File: src/rtl/core/lbc_pkg.sv
// ----------------------------------------------------------------------------
// lbc_pkg
// Types and constants of the systematic linear block code codec.
// ----------------------------------------------------------------------------
package lbc_pkg;

  localparam int DATA_BITS   = 8;
  localparam int PARITY_BITS = 6;
  localparam int CODE_BITS   = DATA_BITS + PARITY_BITS;
  localparam int TBL_DEPTH   = 1 << PARITY_BITS;
  localparam int MATRIX_W    = 48;
  localparam int DIST_W      = 4;

  typedef logic [DATA_BITS-1:0]   data_t;
  typedef logic [PARITY_BITS-1:0] par_t;
  typedef logic [CODE_BITS-1:0]   code_t;
  typedef logic [MATRIX_W-1:0]    matrix_t;
  typedef logic [DIST_W-1:0]      dist_t;

  localparam matrix_t MATRIX_RESET = 48'd281440346423166;
  localparam dist_t   DIST_MAX     = '1;

  typedef enum logic [1:0] {
    OP_ENCODE  = 2'd0,
    OP_DECODE  = 2'd1,
    OP_REBUILD = 2'd2,
    OP_NONE    = 2'd3
  } lbc_op_t;

  typedef struct packed {
    lbc_op_t opcode;
    data_t   data_word;
    code_t   received_word;
  } lbc_in_t;

  typedef struct packed {
    code_t codeword;
    data_t decoded_data;
    par_t  syndrome;
    logic  corrected;
    dist_t min_distance;
  } lbc_out_t;

endpackage

File: src/rtl/core/lbc_ram.sv
// ----------------------------------------------------------------------------
// lbc_ram
// Generic single-write, single-read RAM with registered read data.
// ----------------------------------------------------------------------------
module lbc_ram #(
  parameter int WIDTH = 14,
  parameter int DEPTH = 64
) (
  input  logic                     clk,
  input  logic                     we,
  input  logic [$clog2(DEPTH)-1:0] waddr,
  input  logic [WIDTH-1:0]         wdata,
  input  logic                     re,
  input  logic [$clog2(DEPTH)-1:0] raddr,
  output logic [WIDTH-1:0]         rdata
);

  logic [WIDTH-1:0] mem [DEPTH];

  always_ff @(posedge clk) begin
    if (we) begin
      mem[waddr] <= wdata;
    end
    if (re) begin
      rdata <= mem[raddr];
    end
  end

endmodule

File: src/rtl/core/linear_block_code_codec.sv
// ----------------------------------------------------------------------------
// linear_block_code_codec
// Systematic (14,8) binary block code: encode, syndrome decode with a coset
// leader table, and table rebuild with minimum distance report.
// ----------------------------------------------------------------------------
// Encode and decode beats flow one per cycle through two stages (syndrome and
// table read, then the result register), and a new beat is taken every cycle
// while the result side keeps up. A rebuild beat blocks the input after it is
// taken, until its table sweep is done: every nonzero 14-bit error pattern
// passes once through a read-modify-write of the 64-entry coset table RAM,
// one pattern per cycle, with forwarding of the previous write. The table
// reads as all zero after reset and at the start of each rebuild through
// per-entry valid flags, so there is no clearing pass. Writing the parity
// matrix does not rebuild the table.
// ----------------------------------------------------------------------------
module linear_block_code_codec
  import lbc_pkg::*;
(
  input  logic     clk,
  input  logic     rst_n,
  input  logic     in_valid,
  output logic     in_ready,
  input  lbc_in_t  in_data,
  output logic     out_valid,
  input  logic     out_ready,
  output lbc_out_t out_data,
  input  logic     cfg_valid,
  output logic     cfg_ready,
  input  matrix_t  cfg_data
);

  function automatic par_t parity_of(data_t d, matrix_t m);
    par_t par;
    par = '0;
    for (int p = 0; p < PARITY_BITS; p++) begin
      for (int i = 0; i < DATA_BITS; i++) begin
        par[p] = par[p] ^ (d[i] & m[i*PARITY_BITS+p]);
      end
    end
    return par;
  endfunction

  function automatic par_t syn_of(code_t w, matrix_t m);
    return parity_of(w[DATA_BITS-1:0], m) ^ w[CODE_BITS-1:DATA_BITS];
  endfunction

  function automatic dist_t pop_of(code_t w);
    dist_t n;
    n = '0;
    for (int i = 0; i < CODE_BITS; i++) begin
      n = n + dist_t'(w[i]);
    end
    return n;
  endfunction

  matrix_t              mat_r;
  logic [TBL_DEPTH-1:0] vld_r;
  logic                 s1_v_r;
  code_t                cnt_r;
  logic                 s2_v_r;
  code_t                s2_pat_r;
  par_t                 s2_syn_r;
  logic                 wr_v_r;
  par_t                 wr_addr_r;
  code_t                wr_data_r;
  dist_t                dist_r;
  logic                 p_v_r;
  lbc_op_t              p_op_r;
  data_t                p_data_r;
  code_t                p_recv_r;
  par_t                 p_syn_r;
  logic                 out_v_r;
  lbc_out_t             out_r;

  logic     in_acc;
  logic     start;
  logic     sweep_busy;
  logic     p_adv;
  par_t     in_syn;
  par_t     s1_syn;
  logic     ram_re;
  par_t     ram_raddr;
  code_t    ram_rdata;
  logic     fwd_hit;
  logic     cur_v;
  code_t    cur;
  logic     keep;
  logic     dist_upd;
  logic [DIST_W:0] cand;
  code_t    leader;
  lbc_out_t res;

  assign cfg_ready  = 1'b1;
  assign sweep_busy = s1_v_r | s2_v_r;
  assign p_adv      = p_v_r && (!out_v_r || out_ready) &&
                      !(p_op_r == OP_REBUILD && sweep_busy);
  assign in_ready   = !sweep_busy && (!p_v_r || p_adv);
  assign in_acc     = in_valid & in_ready;
  assign start      = in_acc && (in_data.opcode == OP_REBUILD);

  assign in_syn    = syn_of(in_data.received_word, mat_r);
  assign s1_syn    = syn_of(cnt_r, mat_r);
  assign ram_re    = s1_v_r | in_acc;
  assign ram_raddr = s1_v_r ? s1_syn : in_syn;

  assign fwd_hit = wr_v_r && (wr_addr_r == s2_syn_r);
  assign cur_v   = fwd_hit | vld_r[s2_syn_r];
  assign cur     = fwd_hit ? wr_data_r : ram_rdata;
  assign keep    = s2_v_r && (s2_syn_r != '0) &&
                   (!cur_v || (pop_of(s2_pat_r) < pop_of(cur)));

  assign cand     = {1'b0, pop_of(s2_pat_r)} +
                    {1'b0, pop_of({{DATA_BITS{1'b0}}, s2_syn_r})};
  assign dist_upd = s2_v_r && (s2_pat_r[CODE_BITS-1:DATA_BITS] == '0) &&
                    (cand < {1'b0, dist_r});

  lbc_ram #(
    .WIDTH (CODE_BITS),
    .DEPTH (TBL_DEPTH)
  ) u_tbl (
    .clk   (clk),
    .we    (keep),
    .waddr (s2_syn_r),
    .wdata (s2_pat_r),
    .re    (ram_re),
    .raddr (ram_raddr),
    .rdata (ram_rdata)
  );

  assign leader = vld_r[p_syn_r] ? ram_rdata : '0;

  always_comb begin
    res = '0;
    unique case (p_op_r)
      OP_ENCODE: begin
        res.codeword = {parity_of(p_data_r, mat_r), p_data_r};
      end
      OP_DECODE: begin
        res.syndrome = p_syn_r;
        if (p_syn_r == '0) begin
          res.decoded_data = p_recv_r[DATA_BITS-1:0];
        end else begin
          res.decoded_data = p_recv_r[DATA_BITS-1:0] ^ leader[DATA_BITS-1:0];
          res.corrected    = vld_r[p_syn_r];
        end
      end
      OP_REBUILD: begin
        res.min_distance = dist_r;
      end
      OP_NONE: begin
        res = '0;
      end
    endcase
  end

  always_ff @(posedge clk) begin
    if (!rst_n) begin
      mat_r   <= MATRIX_RESET;
      vld_r   <= '0;
      s1_v_r  <= 1'b0;
      s2_v_r  <= 1'b0;
      wr_v_r  <= 1'b0;
      p_v_r   <= 1'b0;
      out_v_r <= 1'b0;
    end else begin
      if (cfg_valid && cfg_ready) begin
        mat_r <= cfg_data;
      end
      if (start) begin
        s1_v_r <= 1'b1;
      end else if (s1_v_r && (cnt_r == '1)) begin
        s1_v_r <= 1'b0;
      end
      s2_v_r <= s1_v_r;
      wr_v_r <= keep;
      if (start) begin
        vld_r <= '0;
      end else if (keep) begin
        vld_r[s2_syn_r] <= 1'b1;
      end
      if (in_acc) begin
        p_v_r <= 1'b1;
      end else if (p_adv) begin
        p_v_r <= 1'b0;
      end
      if (p_adv) begin
        out_v_r <= 1'b1;
      end else if (out_ready) begin
        out_v_r <= 1'b0;
      end
    end
  end

  always_ff @(posedge clk) begin
    if (start) begin
      cnt_r <= code_t'(1);
    end else if (s1_v_r) begin
      cnt_r <= cnt_r + code_t'(1);
    end
    s2_pat_r  <= cnt_r;
    s2_syn_r  <= s1_syn;
    wr_addr_r <= s2_syn_r;
    wr_data_r <= s2_pat_r;
    if (start) begin
      dist_r <= DIST_MAX;
    end else if (dist_upd) begin
      dist_r <= cand[DIST_W-1:0];
    end
    if (in_acc) begin
      p_op_r   <= in_data.opcode;
      p_data_r <= in_data.data_word;
      p_recv_r <= in_data.received_word;
      p_syn_r  <= in_syn;
    end
    if (p_adv) begin
      out_r <= res;
    end
  end

  assign out_valid = out_v_r;
  assign out_data  = out_r;

  a_no_accept_in_sweep: assert property (@(posedge clk) disable iff (!rst_n)
    sweep_busy |-> !in_ready)
    else $error("input beat taken during table sweep");

  a_table_cleared: assert property (@(posedge clk) disable iff (!rst_n)
    start |=> (vld_r == '0))
    else $error("table flags not cleared at rebuild start");

  a_leader_syndrome: assert property (@(posedge clk) disable iff (!rst_n)
    keep |-> (syn_of(s2_pat_r, mat_r) == s2_syn_r))
    else $error("coset leader written under wrong syndrome");

  a_corr_nonzero: assert property (@(posedge clk) disable iff (!rst_n)
    (out_v_r && out_r.corrected) |-> (out_r.syndrome != '0))
    else $error("correction flagged with zero syndrome");

  a_stage_order: assert property (@(posedge clk) disable iff (!rst_n)
    s2_v_r |-> $past(s1_v_r))
    else $error("sweep compare stage without read stage");

endmodule
File: config.mk
export PLATFORM = sky130hd
export DESIGN_NAME = linear_block_code_codec
export DESIGN_NICKNAME = d
export VERILOG_FILES = /design/src/rtl/core/lbc_pkg.sv /design/src/rtl/core/lbc_ram.sv /design/src/rtl/core/linear_block_code_codec.sv
export SDC_FILE = /design/constraint.sdc
export NUM_CORES = 2
export LEC_CHECK = 0
export BUFFER_PORTS_ARGS = -buffer_cell sky130_fd_sc_hd__buf_2
export CAP_MARGIN = 20
export CORE_ASPECT_RATIO = 1.1
export CORE_MARGIN = 4
export CORE_UTILIZATION = 44
export DETAILED_ROUTE_END_ITERATION = 8
export GPL_TIMING_DRIVEN = 0
export RECOVER_POWER = 50
export SYNTH_ARGS = -nofsm -noshare
export SYNTH_HDL_FRONTEND = slang
export SYNTH_SLANG_ARGS = --single-unit
File: constraint.sdc
create_clock -name clk -period 10.92 [get_ports clk]
set_input_delay 1.092 -clock clk [delete_from_list [all_inputs] [get_ports clk]]
set_output_delay 1.092 -clock clk [all_outputs]
set_load 0.005 [all_outputs]
* Yosys cells after proc, flatten, opt, wreduce, memory -nomap -nowiden
Memory sizes are Yosys's and may differ from the RTL's. A register that Yosys moved wholly into a read port is not among the register bits.
Index checks and enable logic that the tools add are counted.
** Word-level totals
- Flip-flop bits (word level) :: 232
- Bits in writable memories :: 896
- Input port bits :: 77
- Output and inout bits :: 36
- Logic and storage cells :: 393
- Memories kept :: 1
** Memories
- u_tbl.mem :: words 64, bits a word 14, rd ports 1, clocked after Yosys merged registers in 1, wr ports 1, RTL line lbc_ram.sv:18 : logic [WIDTH-1:0] mem [DEPTH];
** Operators by class
- Add/sub/neg operators :: 33
- $lt $le $gt $ge :: 5
- Eq/ne operators :: 5
- Muxes and demuxes :: 18
- Bitwise gates (word level) :: 280
- Reductions and logical operators :: 29
** Operators by type and width (count)
- AND 1 bit :: 145
- bitwise XOR 1 bit :: 126
- adder 4 x 1 -> 4 bit :: 22
- OR 64 bit :: 1
- 2-to-1 mux 8 bit :: 2
- adder 14 x 1 -> 14 bit, second input constant :: 1
- == test 14 bit, second input constant :: 1
- less-than comparator 6 x 7 -> 1 bit, second input constant :: 2
- 2-to-1 mux 14 bit :: 1
- adder 3 x 1 -> 4 bit :: 3
- binary-select mux 1 bit (select 6 bit) :: 2
- logical AND 1 bit :: 12
- logical NOT 6 bit :: 2
- bitwise XOR 6 bit :: 2
- 2-to-1 mux 1 bit :: 11
- adder 2 x 1 -> 3 bit :: 3
- bitwise XOR 8 bit :: 1
- adder 1 x 1 -> 2 bit :: 3
- demux 1 bit (select 6 bit) :: 1
- == test 6 bit :: 1
- greater-or-equal comparator 6 x 1 -> 1 bit, second input constant :: 1
- 2-to-1 mux 6 bit :: 1
- nonzero test 2 bit :: 3
- nonzero test 6 bit :: 1
- other kinds (11) :: 22

* Longest topological paths before layout
- Depth in word-level cells :: 21
- Depth in mapped cells :: 25

* Cells and area by module
From an unflattened synthesis, not the netlist that was laid out.
** Second synthesis, totals
- Cells, all modules :: 2795
- Area, all modules :: 46965.0 µm²
** Modules (own cells, without submodules)
- lbc_ram :: instances 1, cells an instance 1571, area an instance 35018.6 µm², seq. area each 27326.2 µm²
- linear_block_code_codec :: instances 1, cells an instance 1224, area an instance 11946.5 µm², seq. area each 5215.0 µm²

* Worst setup path after synthesis
OpenSTA, ideal clock, no wires.
- Path type :: reg-to-reg
- From :: reg s2_syn_r[2]
- To :: mem u_tbl.mem[24][0], enable pin
- Library setup time :: 405 ps
- Arrival time :: 7574 ps
- Required time :: 10515 ps
- Path slack :: 2941 ps
- Cell stages (with the launch flop) :: 23
- Period minus slack after synthesis :: 7979 ps
- Cell sequence :: dfxtp_1 clkbuf_1 xnor2_1 nand4_1 nor4_1 clkbuf_1 mux2_2 fa_1 fa_1 fa_1 fa_1 ha_1 fa_1 inv_1 ha_1 a21o_1 a21o_1 a21oi_1 a41o_1 o311ai_0 clkbuf_1 buf_1 nor3_1
** On the way
- Word-level cells in the longest chain between the ends :: 21
- Elaborated cells on any way between the ends :: 27
- Classes of those cells :: 13 x add/sub; 1 x order compare; 1 x eq/ne; 5 x mux; 1 x bitwise; 6 x reduce/logical
** Ends and longest elaborated chain
- start, declared :: RTL line linear_block_code_codec.sv:62 : par_t s2_syn_r;
- start signal, assigned :: RTL line linear_block_code_codec.sv:201 : s2_syn_r <= s1_syn;
- == test 6 bit :: RTL line linear_block_code_codec.sv:106 : assign fwd_hit = wr_v_r && (wr_addr_r == s2_syn_r);
- logical AND 1 bit :: RTL line linear_block_code_codec.sv:106
- 2-to-1 mux 14 bit :: RTL line linear_block_code_codec.sv:108 : assign cur = fwd_hit ? wr_data_r : ram_rdata;
- adder 1 x 1 -> 2 bit :: RTL line linear_block_code_codec.sv:51 : n = n + dist_t'(w[i]);
- adder 2 x 1 -> 3 bit :: RTL line linear_block_code_codec.sv:51
- adder 3 x 1 -> 4 bit :: RTL line linear_block_code_codec.sv:51
- adder 4 x 1 -> 4 bit (10 in series) :: RTL line linear_block_code_codec.sv:51
- less-than comparator 4 bit :: RTL line linear_block_code_codec.sv:110 : (!cur_v || (pop_of(s2_pat_r) < pop_of(cur)));
- logical OR 1 bit :: RTL line linear_block_code_codec.sv:110
- logical AND 1 bit :: RTL line linear_block_code_codec.sv:109 : assign keep = s2_v_r && (s2_syn_r != '0) &&
- 2-to-1 mux 1 bit :: RTL line lbc_ram.sv:21 : if (we) begin
- 2-to-1 mux 1 bit (not written as such) :: RTL line lbc_ram.sv:22 : mem[waddr] <= wdata;
- end, declared :: RTL line lbc_ram.sv:18
Parallel ways exist; a longest one is shown, timed or not. The select of a mux whose other input is x is not followed.

* Worst setup path in the final report
- From :: reg s2_pat_r[0]
- To :: mem u_tbl.mem[46][2], enable pin
** On the way
- Word-level cells in the longest chain between the ends :: 18
** Ends and longest elaborated chain
- start, declared :: RTL line linear_block_code_codec.sv:61 : code_t s2_pat_r;
- start signal, assigned :: RTL line linear_block_code_codec.sv:200 : s2_pat_r <= cnt_r;
- adder 1 x 1 -> 2 bit :: RTL line linear_block_code_codec.sv:51
- adder 2 x 1 -> 3 bit :: RTL line linear_block_code_codec.sv:51
- adder 3 x 1 -> 4 bit :: RTL line linear_block_code_codec.sv:51
- adder 4 x 1 -> 4 bit (10 in series) :: RTL line linear_block_code_codec.sv:51
- less-than comparator 4 bit :: RTL line linear_block_code_codec.sv:110
- logical OR 1 bit :: RTL line linear_block_code_codec.sv:110
- logical AND 1 bit :: RTL line linear_block_code_codec.sv:109
- 2-to-1 mux 1 bit :: RTL line lbc_ram.sv:21
- 2-to-1 mux 1 bit (not written as such) :: RTL line lbc_ram.sv:22
No other way between the ends.

==> metrics.txt <==
Site Rows approximately 130; Yosys reg bits 1,142; Die Y 356 um; Fin. Hold Viols 0; DIE AREA 116,000 um2; Max Root-Sink Buffers 3; Die X 325 um; static leakage 19.7 nW; initial antenna violation count 8; slowest stage delay, CP ~1800 ps; Rel. slew slack -123%; H-Tree Depth 3; Synthesized Nets ~3,700; port bufs about 110; RR Endpoint u_tbl.mem[46][2]$_DFFE_PP_; GRT Overall Usage 27.9%; worst slew pin tran 3350 ps; failing checks capacitance limit, slew limit; met3 WL 15,100 um; Worst Hold Slack 336 ps; register area share after synthesis 67.1%; Ports between 100 and 150; per-cell routed wire length a little over 30 um; area occupied by registers 32,500 um2; Max Clk Rate roughly 100 MHz; Critical Path Slowest Stage Cell clkbuf_1; postcts setup bufs 0; Post-Syn Area approximately 49,000 um2; max-slew violations 761; Metal-1 WL 62,100 um; drt drc 0; cells after synthesis 3,587; area grow syn2layout 15.6%; routed via count 33,726; # setup viols final 0; layout cells sized above 1 approximately 13%; endpoint class of the critical path flip-flop; DP Wirelength about 120,000 um; Avg Cell Area, Syn 13.5 um2; Critical Path, Cell by Cell clkbuf_1 -> fa_1 -> inv_1 -> fa_1 -> fa_1 -> fa_1 -> inv_1 -> ha_1 -> fa_1 -> xor2_1 -> ha_1 -> a21o_1 -> a21oi_1 -> a41o_1 -> o311ai_0 -> clkbuf_1 -> buf_1 -> nor3_2 -> buf_4; FF-to-FF Start s2_pat_r[0]$_DFF_P_; Worst Reg-to-Reg Cells 19; Pwr Density 279 nW/um2; via count of the first global-routing pass 32,755; nature of the critical path startpoint flip-flop; area of the multi-input gates between 15,000 and 20,000 um2; drt initial violations around 4,200; Core ar. 109,000 um2; unrepaired setup endpoints after global routing false; commonest non-fill, non-tap cell in the layout edfxtp_1; Final GP Congestion 0.973; final worst path period share 91.1%; commonest non-fill, non-tap cells in the layout 967 x edfxtp_1, 330 x nand2_1, 314 x clkbuf_1, 285 x and3_1, 222 x a211oi_1; Tightest Hold Check Type reg2reg; dpl cell area 52,500 um2; Max IR drop VDD between 150 and 200 uV; Post-CTS Hold Buffers 0; CP Max Fanout 34; Clock Tree Root clkbuf_16; WHS Endpoint s2_pat_r[3]$_DFF_P_; fin crit period 9950 ps; final net count a little over 4,000; total CTS buffers 114; Clock Sinks 1,142; most used cell, CP fa_1; first-pass GRT wire length 234,000 um; Hold Crit Start cnt_r[3]$_SDFFE_PP0P_; Ys Warns 0; Pre-antenna DRT Iters 6; Initial Util 44.4%; residual overflow from global routing 0; clk_lat worst skew roughly 700 ps; outcome complete, but fails checks; Fin Clk Skew 37.4 ps; vias per cell approximately 6.2; post-synth cell types 63; max cap viols 17; ANT nets after route 0; Design Area, Final 56,100 um2; final wirelength 165,000 um; CTS tree done; met2 routed WL 75,800 um; filler cell count ~9,300; worst hold stages 0; r2r setup slk 970 ps; largest net degree at the start of global routing 68; Clock transition at path regs 60 ps; setup ws final around 970 ps; total power 15.6 mW; Resized Gates After CTS 0; pre-CTS WS between 1500 and 2000 ps; number of synthesized flops with an enable pin approximately 970; fraction of registers with async set/reset 0%; final sum of negative setup slack 0 ps; worst path required time 11,320 ps; critical path class reg2reg; predominant post-synthesis flop cell edfxtp_1; Max Used Layer met5; Arrival @ worst endpoint around 10,000 ps
-- where the power goes --
group | total [mW] | switching [mW] | internal [mW]
logic | 6.44 | 4.55 | 1.89
clock network | 4.05 | 1.71 | 2.34
registers | 5.16 | 0.166 | 4.99
total | 15.6 | 6.42 | 9.22
-- cell usage after synthesis, types with 4 or more instances --
cell / instances / share of area (%)
a2111oi_0: 112 / 2.0
a211oi_1: 222 / 3.4
a21boi_0: 55 / 0.85
a21o_1: 7 / 0.11
a21oi_1: 186 / 1.9
a221oi_1: 10 / 0.18
a22oi_1: 5 / 0.077
and2_1: 20 / 0.26
and3_1: 285 / 3.7
buf_1: 27 / 0.21
buf_2: 36 / 0.37
buf_4: 4 / 0.062
clkbuf_1: 230 / 1.8
dfxtp_1: 175 / 7.2
edfxtp_1: 967 / 60
fa_1: 22 / 0.91
ha_1: 18 / 0.46
inv_1: 41 / 0.32
mux2_2: 29 / 0.67
mux2i_1: 67 / 1.4
mux4_2: 19 / 0.88
nand2_1: 330 / 2.6
nand2b_1: 6 / 0.077
nand3_1: 10 / 0.10
nand4_1: 21 / 0.27
nor2_1: 52 / 0.40
nor2b_1: 11 / 0.14
nor3_1: 120 / 1.2
nor4_1: 57 / 0.73
o211ai_1: 5 / 0.077
o21a_1: 66 / 1.0
o21ai_0: 14 / 0.14
o22a_1: 56 / 1.0
o31ai_1: 54 / 0.84
o41ai_1: 55 / 0.99
xnor2_1: 85 / 1.5
xnor3_1: 10 / 0.46
xor2_1: 59 / 1.1
-- layer usage --
| layer | GRT usage [%] | vias to the layer above |
|---|---|---|
| met5 | 0 | - |
| met4 | 17.5 | 10 |
| met3 | 4.45 | 388 |
| met2 | 44.7 | 1922 |
| met1 | 35.8 | 16794 |
| li1 | - | 14612 |
-- worst max-delay path, delay by kind of cell (launching register included) --
| kind | cells | cell delay, ps |
|---|---|---|
| AOI/OAI and AO/OA | 4 | 890 |
| buffers and inverters | 6 | 3060 |
| and+or+nand+nor | 1 | 890 |
| DFF | 1 | 1450 |
| adders and majority gates | 7 | 3020 |
| xor gates and xnor gates | 1 | 310 |
-- cell families (layout without fill, tap and decap cells) --
family / count (synthesis) / after routing / share of synthesized area (%)
simple gates: 925 / 925 / 9.64
mux: 117 / 117 / 3.00
fa+ha+maj: 40 / 40 / 1.37
compound gates: 864 / 864 / 13.0
buf+inv: 342 / 769 / 2.82
xor+xnor: 156 / 156 / 3.15
flops: 1142 / 1142 / 67.1
other cells: 1 / 2 / 0.00773
-- final cells by class --
class | count | area share [%]
Clock buffer | 149 | 5.54
Antenna cell | 1 | 0.00446
Clock inverter | 68 | 1.33
Tap cell | 1419 | 3.17
Multi-Input combinational cell | 2103 | 26.8
Timing Repair Buffer | 210 | 2.67
Buffer | 300 | 2.15
Sequential cell | 1142 | 58.0
Inverter | 42 | 0.281
-- per-stage QoR --
step           std cells  utilization [%]
6_report            5434             51.3
2_1_floorplan       3587                -
5_1_grt             5433             51.3
3_5_place_dp        5214             48.1
3_3_place_gp        5115             46.5
4_1_cts             5431             51.6
-- worst max-delay path by stage --
stage	startpoint	end	slack, ps	depth (start not counted)
after detailed placement	s2_syn_r[1]$_DFF_P_	u_tbl.mem[46][13]$_DFFE_PP_	1580	22
after CTS	s2_syn_r[1]$_DFF_P_	u_tbl.mem[46][10]$_DFFE_PP_	1580	22
after floorplan	s2_syn_r[2]$_DFF_P_	u_tbl.mem[24][0]$_DFFE_PP_	2940	22
after global placement	s2_syn_r[1]$_DFF_P_	u_tbl.mem[40][10]$_DFFE_PP_	-180	21
final	s2_pat_r[0]$_DFF_P_	u_tbl.mem[46][2]$_DFFE_PP_	970	19
after global routing	s2_pat_r[0]$_DFF_P_	u_tbl.mem[55][5]$_DFFE_PP_	830	19
-- flip-flops by register name (all words and copies together), names as in the netlist, 2 cells and up --
| signal | cells |
|---|---|
| u_tbl.mem | 896 |
| u_tbl.rdata | 14 |
| vld_r | 64 |
| p_recv_r | 8 |
| wr_data_r | 14 |
| s2_syn_r | 6 |
| p_syn_r | 6 |
| out_data | 33 |
| wr_addr_r | 6 |
| cnt_r | 14 |
| p_op_r | 2 |
| p_data_r | 8 |
| mat_r | 48 |
| s2_pat_r | 14 |
| dist_r | 4 |
Note: power is estimated with default switching activity, not from simulation.
